[config.mk]
export PLATFORM = sky130hd
export DESIGN_NAME = dip_set_dueling_replacement
export DESIGN_NICKNAME = d
export VERILOG_FILES = /design/src/dsdr_pkg.sv /design/src/dsdr_dp.sv /design/src/dsdr_ctrl.sv /design/src/dip_set_dueling_replacement.sv
export VERILOG_INCLUDE_DIRS = /design/src /design/src/src
export SDC_FILE = /design/constraint.sdc
export NUM_CORES = 2
export LEC_CHECK = 0
export ABC_AREA = 1
export BUFFER_PORTS_ARGS = -buffer_cell sky130_fd_sc_hd__buf_2
export CAP_MARGIN = 15
export CORE_AREA = 5 5 543 411
export DETAILED_ROUTE_END_ITERATION = 6
export DIE_AREA = 0 0 548 416
export MAX_ROUTING_LAYER = met4
export PLACE_DENSITY = 0.73
export SLEW_MARGIN = 25
export SYNTH_ARGS = -nofsm -noshare
export SYNTH_HDL_FRONTEND = slang
export SYNTH_SLANG_ARGS = --single-unit
export TNS_END_PERCENT = 100
[constraint.sdc]
create_clock -name clk -period 18.13 [get_ports clk]
set_clock_uncertainty 0.2 [all_clocks]
set_input_delay 3.626 -clock clk [delete_from_list [all_inputs] [get_ports clk]]
set_output_delay 3.626 -clock clk [all_outputs]
set_load 0.02 [all_outputs]
[src/dip_set_dueling_replacement_macros.svh]
// Assertion macros for the set-dueling replacement block.
// Each macro takes a label, the clock, the reset, two expressions and a message.
`ifndef DIP_SET_DUELING_REPLACEMENT_MACROS_SVH
`define DIP_SET_DUELING_REPLACEMENT_MACROS_SVH

`ifndef SYNTHESIS

// The consequent must hold in the same cycle as the antecedent.
`define DSDR_ASSERT_SAME(label, clk, rst, ante, cons, msg) \
  label: assert property (@(posedge clk) disable iff (rst) (ante) |-> (cons)) \
    else $error(msg);

// The consequent must hold in the cycle after the antecedent.
`define DSDR_ASSERT_NEXT(label, clk, rst, ante, cons, msg) \
  label: assert property (@(posedge clk) disable iff (rst) (ante) |=> (cons)) \
    else $error(msg);

`else

`define DSDR_ASSERT_SAME(label, clk, rst, ante, cons, msg)
`define DSDR_ASSERT_NEXT(label, clk, rst, ante, cons, msg)

`endif

`endif

[src/dsdr_pkg.sv]
`timescale 1ns / 1ps

package dsdr_pkg;

  // Default geometry of the cache that the block serves.
  localparam int DEF_WAYS = 8;
  localparam int DEF_SETS = 64;

  // Field widths of the item ports.
  localparam int OP_W   = 1;
  localparam int SET_W  = 6;
  localparam int WAY_W  = 3;
  localparam int CNT_W  = 20;

  // Epoch and leader counters saturate at this value.
  localparam logic [CNT_W-1:0] CNT_MAX = {CNT_W{1'b1}};

  // Epoch length after reset.
  localparam logic [CNT_W-1:0] EPOCH_RESET = CNT_W'(100000);

  // Operation codes.
  localparam logic [OP_W-1:0] OP_QUERY  = 1'b0;
  localparam logic [OP_W-1:0] OP_UPDATE = 1'b1;

  // Leader sets.
  localparam logic [SET_W-1:0] LRU_LEADER = 6'd0;
  localparam logic [SET_W-1:0] LIP_LEADER = 6'd1;

  // Commands from the controller to the datapath.
  typedef struct packed {
    logic accept;   // take the item and read its set
    logic clr;      // write one cleared valid row
    logic mul_lru;  // form the LRU side of the duel
    logic mul_lip;  // form the LIP side of the duel
    logic decide;   // settle the duel and clear the counters
    logic finish;   // write the set back and load the result
  } cmd_t;

  // Status from the datapath to the controller.
  typedef struct packed {
    logic clr_last;  // the clearing pass is at the last row
    logic dec_now;   // the offered item ends the epoch
    logic out_free;  // the result register can take a result
  } sts_t;

endpackage

[src/dsdr_dp.sv]
`timescale 1ns / 1ps

module dsdr_dp #(
  parameter int WAYS = dsdr_pkg::DEF_WAYS,
  parameter int SETS = dsdr_pkg::DEF_SETS
) (
  input  logic                         clk,
  input  logic                         rst,
  input  dsdr_pkg::cmd_t               cmd,
  output dsdr_pkg::sts_t               sts,
  input  logic                         cfg_valid,
  input  logic [dsdr_pkg::CNT_W-1:0]   cfg_data,
  input  logic [dsdr_pkg::OP_W-1:0]    opcode,
  input  logic [dsdr_pkg::SET_W-1:0]   set_index,
  input  logic [dsdr_pkg::WAY_W-1:0]   way_index,
  input  logic                         hit,
  output logic                         out_valid,
  input  logic                         out_ready,
  output logic [dsdr_pkg::WAY_W-1:0]   victim_way,
  output logic                         lru_mode
);

  localparam int AW = $clog2(SETS);
  localparam int RW = (WAYS > 1) ? $clog2(WAYS) : 1;
  localparam int CW = dsdr_pkg::CNT_W;

  // Configuration and duel state.
  logic [CW-1:0]   epoch_length;
  logic [CW-1:0]   epoch_count;
  logic [CW-1:0]   lru_acc;
  logic [CW-1:0]   lru_hits;
  logic [CW-1:0]   lip_acc;
  logic [CW-1:0]   lip_hits;
  logic            use_lru;
  logic [2*CW-1:0] prod_lru;
  logic [2*CW-1:0] prod_lip;
  logic [2*CW-1:0] mul_out;
  logic [CW-1:0]   epoch_inc;
  logic            duel_win;

  // Item held during its operation.
  logic [dsdr_pkg::OP_W-1:0]  op_q;
  logic [dsdr_pkg::SET_W-1:0] set_q;
  logic [dsdr_pkg::WAY_W-1:0] way_q;
  logic                       hit_q;

  // Set state memories and the clearing pass.
  logic [WAYS-1:0]    valid_mem [SETS];
  logic [WAYS*RW-1:0] rank_mem  [SETS];
  logic [WAYS-1:0]    vrow;
  logic [WAYS*RW-1:0] rrow;
  logic [AW-1:0]      clr_addr;
  logic [AW-1:0]      wr_addr;
  logic               valid_we;
  logic [WAYS-1:0]    valid_wd;
  logic               rank_we;

  // Row logic.
  logic               set_ok;
  logic               way_ok;
  logic [RW-1:0]      way_w;
  logic               was_valid;
  logic [RW-1:0]      old_rank;
  logic [RW:0]        pre_rank;
  logic               lru_ins;
  logic [WAYS-1:0]    new_v;
  logic [WAYS*RW-1:0] new_r;
  logic [RW-1:0]      vic;
  logic               found;
  logic [RW-1:0]      best_rank;

  // Configuration register, written whenever the port offers data.
  always_ff @(posedge clk) begin
    if (rst) begin
      epoch_length <= dsdr_pkg::EPOCH_RESET;
    end else if (cfg_valid) begin
      epoch_length <= cfg_data;
    end
  end

  // The epoch ends when the incremented count reaches the length.
  assign epoch_inc   = (epoch_count == dsdr_pkg::CNT_MAX) ? epoch_count : epoch_count + 1'b1;
  assign sts.dec_now = (opcode == dsdr_pkg::OP_UPDATE) && (epoch_inc >= epoch_length);

  // One shared multiplier forms both sides of the cross-multiplication.
  assign mul_out = cmd.mul_lip ? (2*CW)'(lip_hits) * (2*CW)'(lru_acc)
                               : (2*CW)'(lru_hits) * (2*CW)'(lip_acc);

  always_ff @(posedge clk) begin
    if (cmd.mul_lru) begin
      prod_lru <= mul_out;
    end
    if (cmd.mul_lip) begin
      prod_lip <= mul_out;
    end
  end

  // A leader without accesses counts as rate zero.
  always_comb begin
    if (lru_acc == '0) begin
      duel_win = 1'b0;
    end else if (lip_acc == '0) begin
      duel_win = (lru_hits != '0);
    end else begin
      duel_win = (prod_lru > prod_lip);
    end
  end

  // Epoch and leader counters, counted when an update item is taken.
  always_ff @(posedge clk) begin
    if (rst) begin
      epoch_count <= '0;
      lru_acc     <= '0;
      lru_hits    <= '0;
      lip_acc     <= '0;
      lip_hits    <= '0;
      use_lru     <= 1'b1;
    end else if (cmd.decide) begin
      use_lru     <= duel_win;
      epoch_count <= '0;
      lru_acc     <= '0;
      lru_hits    <= '0;
      lip_acc     <= '0;
      lip_hits    <= '0;
    end else if (cmd.accept && opcode == dsdr_pkg::OP_UPDATE) begin
      epoch_count <= epoch_inc;
      if (set_index == dsdr_pkg::LRU_LEADER) begin
        if (lru_acc != dsdr_pkg::CNT_MAX) begin
          lru_acc <= lru_acc + 1'b1;
        end
        if (hit && lru_hits != dsdr_pkg::CNT_MAX) begin
          lru_hits <= lru_hits + 1'b1;
        end
      end
      if (set_index == dsdr_pkg::LIP_LEADER) begin
        if (lip_acc != dsdr_pkg::CNT_MAX) begin
          lip_acc <= lip_acc + 1'b1;
        end
        if (hit && lip_hits != dsdr_pkg::CNT_MAX) begin
          lip_hits <= lip_hits + 1'b1;
        end
      end
    end
  end

  // Item capture.
  always_ff @(posedge clk) begin
    if (cmd.accept) begin
      op_q  <= opcode;
      set_q <= set_index;
      way_q <= way_index;
      hit_q <= hit;
    end
  end

  // Clearing pass address.
  always_ff @(posedge clk) begin
    if (rst) begin
      clr_addr <= '0;
    end else if (cmd.clr) begin
      clr_addr <= clr_addr + 1'b1;
    end
  end

  assign sts.clr_last = (clr_addr == AW'(SETS - 1));

  // Memory write port controls.
  assign set_ok   = (32'(set_q) < SETS);
  assign way_ok   = (32'(way_q) < WAYS);
  assign wr_addr  = cmd.clr ? clr_addr : AW'(set_q);
  assign rank_we  = cmd.finish && (op_q == dsdr_pkg::OP_UPDATE) && set_ok && way_ok;
  assign valid_we = cmd.clr || rank_we;
  assign valid_wd = cmd.clr ? '0 : new_v;

  // Valid bits of each set, read when an item is taken.
  always_ff @(posedge clk) begin
    if (valid_we) begin
      valid_mem[wr_addr] <= valid_wd;
    end
    if (cmd.accept) begin
      vrow <= valid_mem[AW'(set_index)];
    end
  end

  // Recency ranks of each set.
  always_ff @(posedge clk) begin
    if (rank_we) begin
      rank_mem[wr_addr] <= new_r;
    end
    if (cmd.accept) begin
      rrow <= rank_mem[AW'(set_index)];
    end
  end

  // Victim: the first invalid way, else the lowest way with the oldest rank.
  always_comb begin
    vic       = '0;
    found     = 1'b0;
    best_rank = rrow[RW-1:0];
    for (int i = 0; i < WAYS; i++) begin
      if (!found && !vrow[i]) begin
        vic   = RW'(i);
        found = 1'b1;
      end
    end
    if (!found) begin
      for (int i = 1; i < WAYS; i++) begin
        if (rrow[i*RW +: RW] > best_rank) begin
          vic       = RW'(i);
          best_rank = rrow[i*RW +: RW];
        end
      end
    end
    if (WAYS == 1 || !set_ok) begin
      vic = '0;
    end
  end

  // New row for an update: promotion to the front, a fill at the back, or no change.
  assign way_w     = RW'(way_q);
  assign was_valid = vrow[way_w];
  assign old_rank  = rrow[way_w*RW +: RW];
  assign pre_rank  = was_valid ? {1'b0, old_rank} : (RW+1)'(WAYS);
  assign lru_ins   = (use_lru && set_q != dsdr_pkg::LIP_LEADER) ||
                     (set_q == dsdr_pkg::LRU_LEADER);

  always_comb begin
    new_v = vrow;
    new_r = rrow;
    if (lru_ins || hit_q) begin
      for (int i = 0; i < WAYS; i++) begin
        if (int'(way_w) != i && vrow[i] && {1'b0, rrow[i*RW +: RW]} < pre_rank &&
            int'(rrow[i*RW +: RW]) + 1 < WAYS) begin
          new_r[i*RW +: RW] = rrow[i*RW +: RW] + 1'b1;
        end
      end
      new_r[way_w*RW +: RW] = '0;
      new_v[way_w]          = 1'b1;
    end else if (!was_valid) begin
      new_v[way_w]          = 1'b1;
      new_r[way_w*RW +: RW] = RW'($countones(new_v) - 1);
    end
  end

  // Result register; it takes a new result once the old one has left.
  assign sts.out_free = !out_valid || out_ready;

  always_ff @(posedge clk) begin
    if (rst) begin
      out_valid <= 1'b0;
    end else if (cmd.finish) begin
      out_valid <= 1'b1;
    end else if (out_ready) begin
      out_valid <= 1'b0;
    end
  end

  always_ff @(posedge clk) begin
    if (cmd.finish) begin
      victim_way <= (op_q == dsdr_pkg::OP_QUERY) ? dsdr_pkg::WAY_W'(vic) : '0;
      lru_mode   <= use_lru;
    end
  end

endmodule

[src/dsdr_ctrl.sv]
`timescale 1ns / 1ps

module dsdr_ctrl (
  input  logic           clk,
  input  logic           rst,
  input  logic           in_valid,
  output logic           in_ready,
  input  dsdr_pkg::sts_t sts,
  output dsdr_pkg::cmd_t cmd
);

  localparam logic [2:0] S_CLEAR = 3'd0;
  localparam logic [2:0] S_IDLE  = 3'd1;
  localparam logic [2:0] S_MULA  = 3'd2;
  localparam logic [2:0] S_MULB  = 3'd3;
  localparam logic [2:0] S_DEC   = 3'd4;
  localparam logic [2:0] S_ROW   = 3'd5;

  logic [2:0] state;
  logic [2:0] state_next;

  // State register; reset starts the clearing pass.
  always_ff @(posedge clk) begin
    if (rst) begin
      state <= S_CLEAR;
    end else begin
      state <= state_next;
    end
  end

  assign in_ready = (state == S_IDLE);

  // Sequencing: clear after reset, then take an item, settle the duel when the epoch ends, then do the row.
  always_comb begin
    state_next = state;
    cmd        = '0;
    unique case (state)
      S_CLEAR: begin
        cmd.clr = 1'b1;
        if (sts.clr_last) begin
          state_next = S_IDLE;
        end
      end
      S_IDLE: begin
        if (in_valid) begin
          cmd.accept = 1'b1;
          state_next = sts.dec_now ? S_MULA : S_ROW;
        end
      end
      S_MULA: begin
        cmd.mul_lru = 1'b1;
        state_next  = S_MULB;
      end
      S_MULB: begin
        cmd.mul_lip = 1'b1;
        state_next  = S_DEC;
      end
      S_DEC: begin
        cmd.decide = 1'b1;
        state_next = S_ROW;
      end
      S_ROW: begin
        if (sts.out_free) begin
          cmd.finish = 1'b1;
          state_next = S_IDLE;
        end
      end
      default: begin
        state_next = S_IDLE;
      end
    endcase
  end

endmodule

[src/dip_set_dueling_replacement.sv]
// Channel   Handshake              Payload
// in        in_valid / in_ready    opcode, set_index, way_index, hit
// out       out_valid / out_ready  victim_way, lru_mode
// cfg       cfg_valid / cfg_ready  cfg_data (epoch_length)
//
// An item first reads its set row, then in the row state writes it back and
// loads the result. An update that ends an epoch first passes through S_MULA,
// S_MULB and S_DEC, as one multiplier forms the two products of the duel in
// turn before the comparison. After reset a clearing pass zeroes the valid
// bits, one set per cycle; items wait, configuration writes are taken.
// A result waiting in the output register holds the next item in its row cycle.
`timescale 1ns / 1ps
`include "dip_set_dueling_replacement_macros.svh"

module dip_set_dueling_replacement #(
  parameter int WAYS = dsdr_pkg::DEF_WAYS,
  parameter int SETS = dsdr_pkg::DEF_SETS
) (
  input  logic                         clk,
  input  logic                         rst,
  input  logic                         cfg_valid,
  output logic                         cfg_ready,
  input  logic [dsdr_pkg::CNT_W-1:0]   cfg_data,
  input  logic                         in_valid,
  output logic                         in_ready,
  input  logic [dsdr_pkg::OP_W-1:0]    opcode,
  input  logic [dsdr_pkg::SET_W-1:0]   set_index,
  input  logic [dsdr_pkg::WAY_W-1:0]   way_index,
  input  logic                         hit,
  output logic                         out_valid,
  input  logic                         out_ready,
  output logic [dsdr_pkg::WAY_W-1:0]   victim_way,
  output logic                         lru_mode
);

  dsdr_pkg::cmd_t cmd;
  dsdr_pkg::sts_t sts;

  // The register is always writable.
  assign cfg_ready = 1'b1;

  dsdr_ctrl u_ctrl (
    .clk      (clk),
    .rst      (rst),
    .in_valid (in_valid),
    .in_ready (in_ready),
    .sts      (sts),
    .cmd      (cmd)
  );

  dsdr_dp #(
    .WAYS (WAYS),
    .SETS (SETS)
  ) u_dp (
    .clk        (clk),
    .rst        (rst),
    .cmd        (cmd),
    .sts        (sts),
    .cfg_valid  (cfg_valid),
    .cfg_data   (cfg_data),
    .opcode     (opcode),
    .set_index  (set_index),
    .way_index  (way_index),
    .hit        (hit),
    .out_valid  (out_valid),
    .out_ready  (out_ready),
    .victim_way (victim_way),
    .lru_mode   (lru_mode)
  );

  // One item at a time: after an item is taken the input closes.
  `DSDR_ASSERT_NEXT(a_one_item, clk, rst, in_valid && in_ready, !in_ready, "input open while busy")

  // A result is never loaded over one that has not been taken.
  `DSDR_ASSERT_SAME(a_no_overwrite, clk, rst, cmd.finish, !out_valid || out_ready, "result overwritten")

  // The controller issues at most one command per cycle.
  `DSDR_ASSERT_SAME(a_one_cmd, clk, rst, 1'b1, $onehot0(cmd), "several commands at once")

  // The duel is settled only after both products are formed.
  `DSDR_ASSERT_NEXT(a_dec_order, clk, rst, cmd.mul_lip, cmd.decide, "duel not settled")

endmodule

Word level (Yosys, flattened, before mapping)

Memories as Yosys holds them, arrays and structs flattened. A register that Yosys moved wholly into a read port is not among the register bits.
Index checks and enable logic that the tools add are counted.

Register bits after elaboration: 226
Bits in writable memories: 2,048
Input bits: 36
Output and inout port bits: 7
Logic and storage cells: 266
Memories kept: 2

Memories:

| memory         | depth | bits a word | read ports | clocked after memory_dff | write ports | RTL line      | RTL |
|---|---|---|---|---|---|---|---|
| u_dp.rank_mem  | 64    | 24          | 1          | 1                        | 1           | dsdr_dp.sv:49 | `logic [WAYS*RW-1:0] rank_mem [SETS];` |
| u_dp.valid_mem | 64    | 8           | 1          | 1                        | 1           | dsdr_dp.sv:48 | `logic [WAYS-1:0] valid_mem [SETS];` |

$add $sub $neg: 31
Multiply operators: 3
Magnitude comparators: 27
Equal/unequal tests: 23
Shift operators: 4
Multiplexer cells: 87
Bitwise logic cells: 1
Reduce and logical (&&, ||, !) cells: 70

Operators by type and width:

| kind                                                        | number |
|---|---|
| less-than comparator 32 x 5 -> 1 bit, second input constant | 8 |
| two-way mux 3 bit                                           | 44 |
| adder 20 x 1 -> 20 bit, second input constant               | 5 |
| multiplier 20 x 20 -> 40 bit                                | 2 |
| inequality test 20 bit, second input constant               | 4 |
| bitwise mux 24 bit                                          | 2 |
| two-way mux 24 bit                                          | 2 |
| > comparator 40 bit                                         | 1 |
| zero test 20 bit                                            | 2 |
| two-way mux 40 bit                                          | 1 |
| logical AND 1 bit                                           | 38 |
| negation 5 -> 34 bit                                        | 1 |
| variable shift 3 x 34 -> 24 bit, first input constant       | 1 |
| indexed part select 3 x 34 -> 24 bit                        | 1 |
| indexed part select 3 x 34 -> 24 bit, first input constant  | 1 |
| adder 3 x 1 -> 4 bit, second input constant                 | 8 |
| less-than comparator 3 x 4 -> 1 bit                         | 8 |
| two-way mux 1 bit                                           | 27 |
| adder 3 x 1 -> 3 bit, second input constant                 | 8 |
| two-way mux 8 bit                                           | 3 |
| indexed part select 24 x 6 -> 3 bit                         | 1 |
| > comparator 3 bit                                          | 7 |
| == test 20 bit, second input constant                       | 1 |
| >= comparator 20 bit                                        | 1 |
| other kinds (34)                                            | 69 |

Logic depth before layout (Yosys ltp)

Word-level depth: 40
Depth in mapped cells: 57
Depth with buffers taken out: 57

Modules after synthesis

From an unflattened synthesis, not the netlist that was laid out.

Cells, all modules: 11,810
Area total of the unflattened synthesis: 124,508.2 um^2

Modules (own cells, without submodules):

| module                      | instances | cells an instance | area an instance (um^2) | seq. area each (um^2) |
|---|---|---|---|---|
| dsdr_dp                     | 1         | 11,761            | 124,234.2               | 67,875.1 |
| dsdr_ctrl                   | 1         | 47                | 262.8                   | 60.1 |
| dip_set_dueling_replacement | 1         | 2                 | 11.3                    | 0.0 |

Worst setup path before layout

Ideal clock, no wire load.

Path kind: register -> register
From: register u_dp.rrow[2], read port of u_dp.rank_mem
To: register u_dp.victim_way[2] (netlist bit) (data pin)
Library setup time: 0.265 ns
Data arrival time: 6.885 ns
Data required time: 17.665 ns
Slack: 10.780 ns
Stages on the path, launching flop included: 53
Path buffers: 0
Period minus slack after synthesis: 7.350 ns
Cell sequence: edfxtp_1 inv_1 ha_1 a21oi_1 nand2_1 nand2_1 o21ai_0 ha_1 nand2_1 nor2_1 nor2_1 nand2_1 nand2_1 nand2_1 o21ai_0 ha_1 nand2_1 nor2_1 (+17 left out) nand3_1 and2_1 ha_1 a31oi_1 nand2_1 inv_1 a31oi_1 inv_1 nand3_1 nand2_1 ha_1 nand2_1 nor2_1 nor2_1 a32oi_1 or2_2 o21ai_0 a21oi_1

Longest elaborated chain between the ends: 21
Elaborated cells on any way between the ends: 27
Classes of those cells: 7 x order compare; 20 x mux

Ends and longest elaborated chain:

| element                | RTL line       | RTL |
|---|---|---|
| start: declaration     | dsdr_dp.sv:51  | `logic [WAYS*RW-1:0] rrow;` |
| > comparator 3 bit     | dsdr_dp.sv:208 | `if (rrow[i*RW +: RW] > best_rank) begin` |
| two-way mux 3 bit      | dsdr_dp.sv:208 |  |
| two-way mux 3 bit      | dsdr_dp.sv:206 | `if (!found) begin` |
| > comparator 3 bit     | dsdr_dp.sv:208 |  |
| two-way mux 3 bit      | dsdr_dp.sv:208 |  |
| two-way mux 3 bit      | dsdr_dp.sv:206 |  |
| > comparator 3 bit     | dsdr_dp.sv:208 |  |
| two-way mux 3 bit      | dsdr_dp.sv:208 |  |
| (+5 left out)          | n/a            |  |
| two-way mux 3 bit      | dsdr_dp.sv:208 |  |
| two-way mux 3 bit      | dsdr_dp.sv:206 |  |
| > comparator 3 bit     | dsdr_dp.sv:208 |  |
| two-way mux 3 bit      | dsdr_dp.sv:208 |  |
| two-way mux 3 bit      | dsdr_dp.sv:206 |  |
| > comparator 3 bit     | dsdr_dp.sv:208 |  |
| two-way mux 3 bit *    | dsdr_dp.sv:208 |  |
| two-way mux 3 bit *    | dsdr_dp.sv:206 |  |
| end signal: assignment | dsdr_dp.sv:260 | `victim_way <= (op_q == dsdr_pkg::OP_QUERY) ? dsdr_pkg::WAY_W'(vic) : '0;` |
| end: declaration       | dsdr_dp.sv:19  | `output logic [dsdr_pkg::WAY_W-1:0] victim_way,` |

Mark *: on every way between the ends. The rest lies on a longest branch, timed or not. The select of a mux whose other input is x is not followed.
A chain may end at the register's enable or synchronous reset.

Worst setup path in the final report

Same ends and word-level chain as after synthesis.

==> flow_summary.json <==
{
  "root_buffer": "clkbuf_16",
  "htree_levels": 4,
  "hp-class": "register to register",
  "numPlacedInstances": 14000,
  "ys_seq_area_frac": 0.552,
  "slowest_delay_ns": 0.46,
  "fillCellCount": 17100,
  "timing_worst_setup_path_type": "register to register",
  "place_area_mm2": 0.126,
  "yosys_most_used_dff": "edfxtp_1",
  "antenna_found_initial": 6,
  "grt_pass1_vias": 87900,
  "arrival_ns": 9.21,
  "multiInputGateArea_mm2": 0.0476,
  "avgSynthCellArea_um2": 10.7,
  "grt_pass1_wl_um": 541000,
  "start_util": 0.565,
  "cp_max_fo": 8,
  "cts_tree": "yes",
  "gr-total-overflow": 0,
  "gp_congestion": 0.967,
  "tightestPinTransition_ns": 1.33,
  "finish.utilization": 0.612,
  "crit_required_ns": 18.49,
  "maxCapViolations": 0,
  "die_y_um": 416,
  "seq_area_mm2": 0.0679,
  "finalCritPeriodShare": 0.488,
  "power.leakage_nw": 51.3,
  "synth_area_leaders": "edfxtp_1, fa_1, nand2_1",
  "ctsResizeCount": 0,
  "power_density_mw_per_mm2": 97.6,
  "final.setup.tns_ns": 0,
  "yosysWarnings": 0,
  "dp_hpwl_um": 221000,
  "status": "finished, violations left",
  "rows": 149,
  "drc": 1,
  "fp.dieW_um": 548,
  "fp.coreArea_mm2": 0.218,
  "critPathMostFrequentCell": "nand2_1",
  "end_kind": "register",
  "cts_hold_buf": 0,
  "layout.cells.non_filler": 14300,
  "maxSlewViolCount": 0,
  "insertion_delay_ns": 0.91,
  "maxSlewHeadroom": 0.116,
  "path_clk_slew_ns": 0.06,
  "hold_ws_ns": 0.266,
  "synth_nets": 12600,
  "violations": "DRC",
  "power_mw": 13.0,
  "stdcell_area_mm2": 0.133,
  "grt_max_degree": 196,
  "ir_worst_vdd_v": 0.000107,
  "synth_area_mm2": 0.123,
  "finalNetCount": 12400,
  "netlist.area_leader.share": 0.530,
  "clk_path_buf_depth": 4,
  "reg2reg_slack_ns": 9.28,
  "final_cell_mix": "edfxtp_1, nand2_1, inv_1",
  "finalHoldViolations": 0,
  "achievable-frequency_ghz": 0.113,
  "avgRoutedWirePerCell_um": 25.0,
  "grt_setup_unrepaired": "false",
  "io_pins": 43,
  "cts_made_buffers": 217,
  "cp_slowest_cell": "edfxtp_1",
  "layout-drive-gt1-share": 0.0657,
  "synth_edf_count": 2175,
  "ant_nets": 0,
  "die_area_mm2": 0.228,
  "ys_seq_elements": 2306,
  "cts_sinks": 2306,
  "setup_violations": 0,
  "viasPerCell": 6.20,
  "netlist_instances": 11500,
  "syn2layout_area_growth_pct": 8.38,
  "synth_cell_types": 62,
  "drt_iter0_markers": 11700,
  "dr.pass1.iters": 7,
  "grt_use_total": 0.319,
  "via_count": 88900,
  "setup_ws_ns": 9.28,
  "start_kind": "register",
  "cts_setup_buffers": 0,
  "io_buffer_count": 41,
  "wl_um": 359000,
  "yosysTopAreaCell": "edfxtp_1",
  "synthArstFlopShare": 0,
  "min_period_ns": 8.85,
  "place_ws_ns": 9.34,
  "final_common_cell": "edfxtp_1"
}
[synth_stat cells, drive strengths merged (9+ instances only)]
library cell and instances:
a21boi 11, a21o 11, a21oi 445, a221oi 78, a22oi 256, a31oi 23
buf 206, clkbuf 421, dfxtp 131, edfxtp 2175, fa 644, ha 426
inv 1418, nand2 2182, nand3 478, nand3b 17, nand4 76, nor2 927
nor3 79, nor3b 9, nor4 39, o2111ai 82, o211ai 124, o21a 11
o21ai 1054, o21bai 20, or2 10, xnor2 31, xor2 50
[report_power, final]
| part | internal, mW | leakage [nW] | switching, mW |
|---|---|---|---|
| Clock | 2.57 | 3.41 | 1.99 |
| Combinational | 0.375 | 27.1 | 1.57 |
| Sequential | 6.45 | 20.7 | 0.0578 |
[area by class of cell]
cell class	count	share of cell area
Antenna cell	4	0.0000750
Tap cell	2869	0.0269
Multi-Input combinational cell	7119	0.357
Sequential cell	2306	0.509
Clock buffer	269	0.0425
Timing Repair Buffer	239	0.0141
Inverter	1422	0.0403
Clock inverter	120	0.00984
[per-layer routing]
layer	up-vias	routed length (µm)	GRT usage
met2	5642	161000	0.483
met5	-	0	-
met1	43600	140000	0.436
met3	895	41800	0.0608
met4	0	15600	0.116
li1	38700	-	-
[worst max-delay path: cells and delay by family, from the launching register on]
kind / cells / cell delay, ns
AO/OA/AOI/OAI: 12 / 2.04
adder cells (fa/ha/maj): 7 / 2.10
buffers and inverters: 6 / 0.71
flip-flops: 1 / 0.46
AND/OR/NAND/NOR: 27 / 3.03
[worst paths after layout]
check	cells past startpoint	endpoint	startpoint
setup / recovery	52	u_dp.victim_way[2]	u_dp.rrow[2]
hold / removal	2	u_dp.epoch_length[11]	u_dp.epoch_length[11]
setup reg to reg	52	u_dp.victim_way[2]	u_dp.rrow[2]
hold reg to reg	2	u_dp.epoch_length[11]	u_dp.epoch_length[11]
[registers in the layout, summed over array words and instances, names as in the netlist, 6 cells and up]
| signal | flops |
|---|---|
| u_dp.prod_lip | 40 |
| u_dp.prod_lru | 40 |
| u_dp.valid_mem | 512 |
| u_dp.lru_acc | 20 |
| u_dp.epoch_length | 20 |
| u_dp.clr_addr | 6 |
| u_dp.rank_mem | 1536 |
| u_dp.rrow | 24 |
| u_dp.epoch_count | 20 |
| u_dp.lru_hits | 20 |
| u_dp.lip_acc | 20 |
| u_dp.lip_hits | 20 |
| u_dp.set_q | 6 |
| u_dp.vrow | 8 |
[logic make-up after synthesis]
logic type      share of synthesized area
compound gates                      0.102
buf+inv                            0.0646
simple gates                        0.128
xor+xnor                          0.00576
fa+ha+maj                           0.148
flops                               0.552
other cells                     0.0000305
Power figures use the tool's default switching activity.
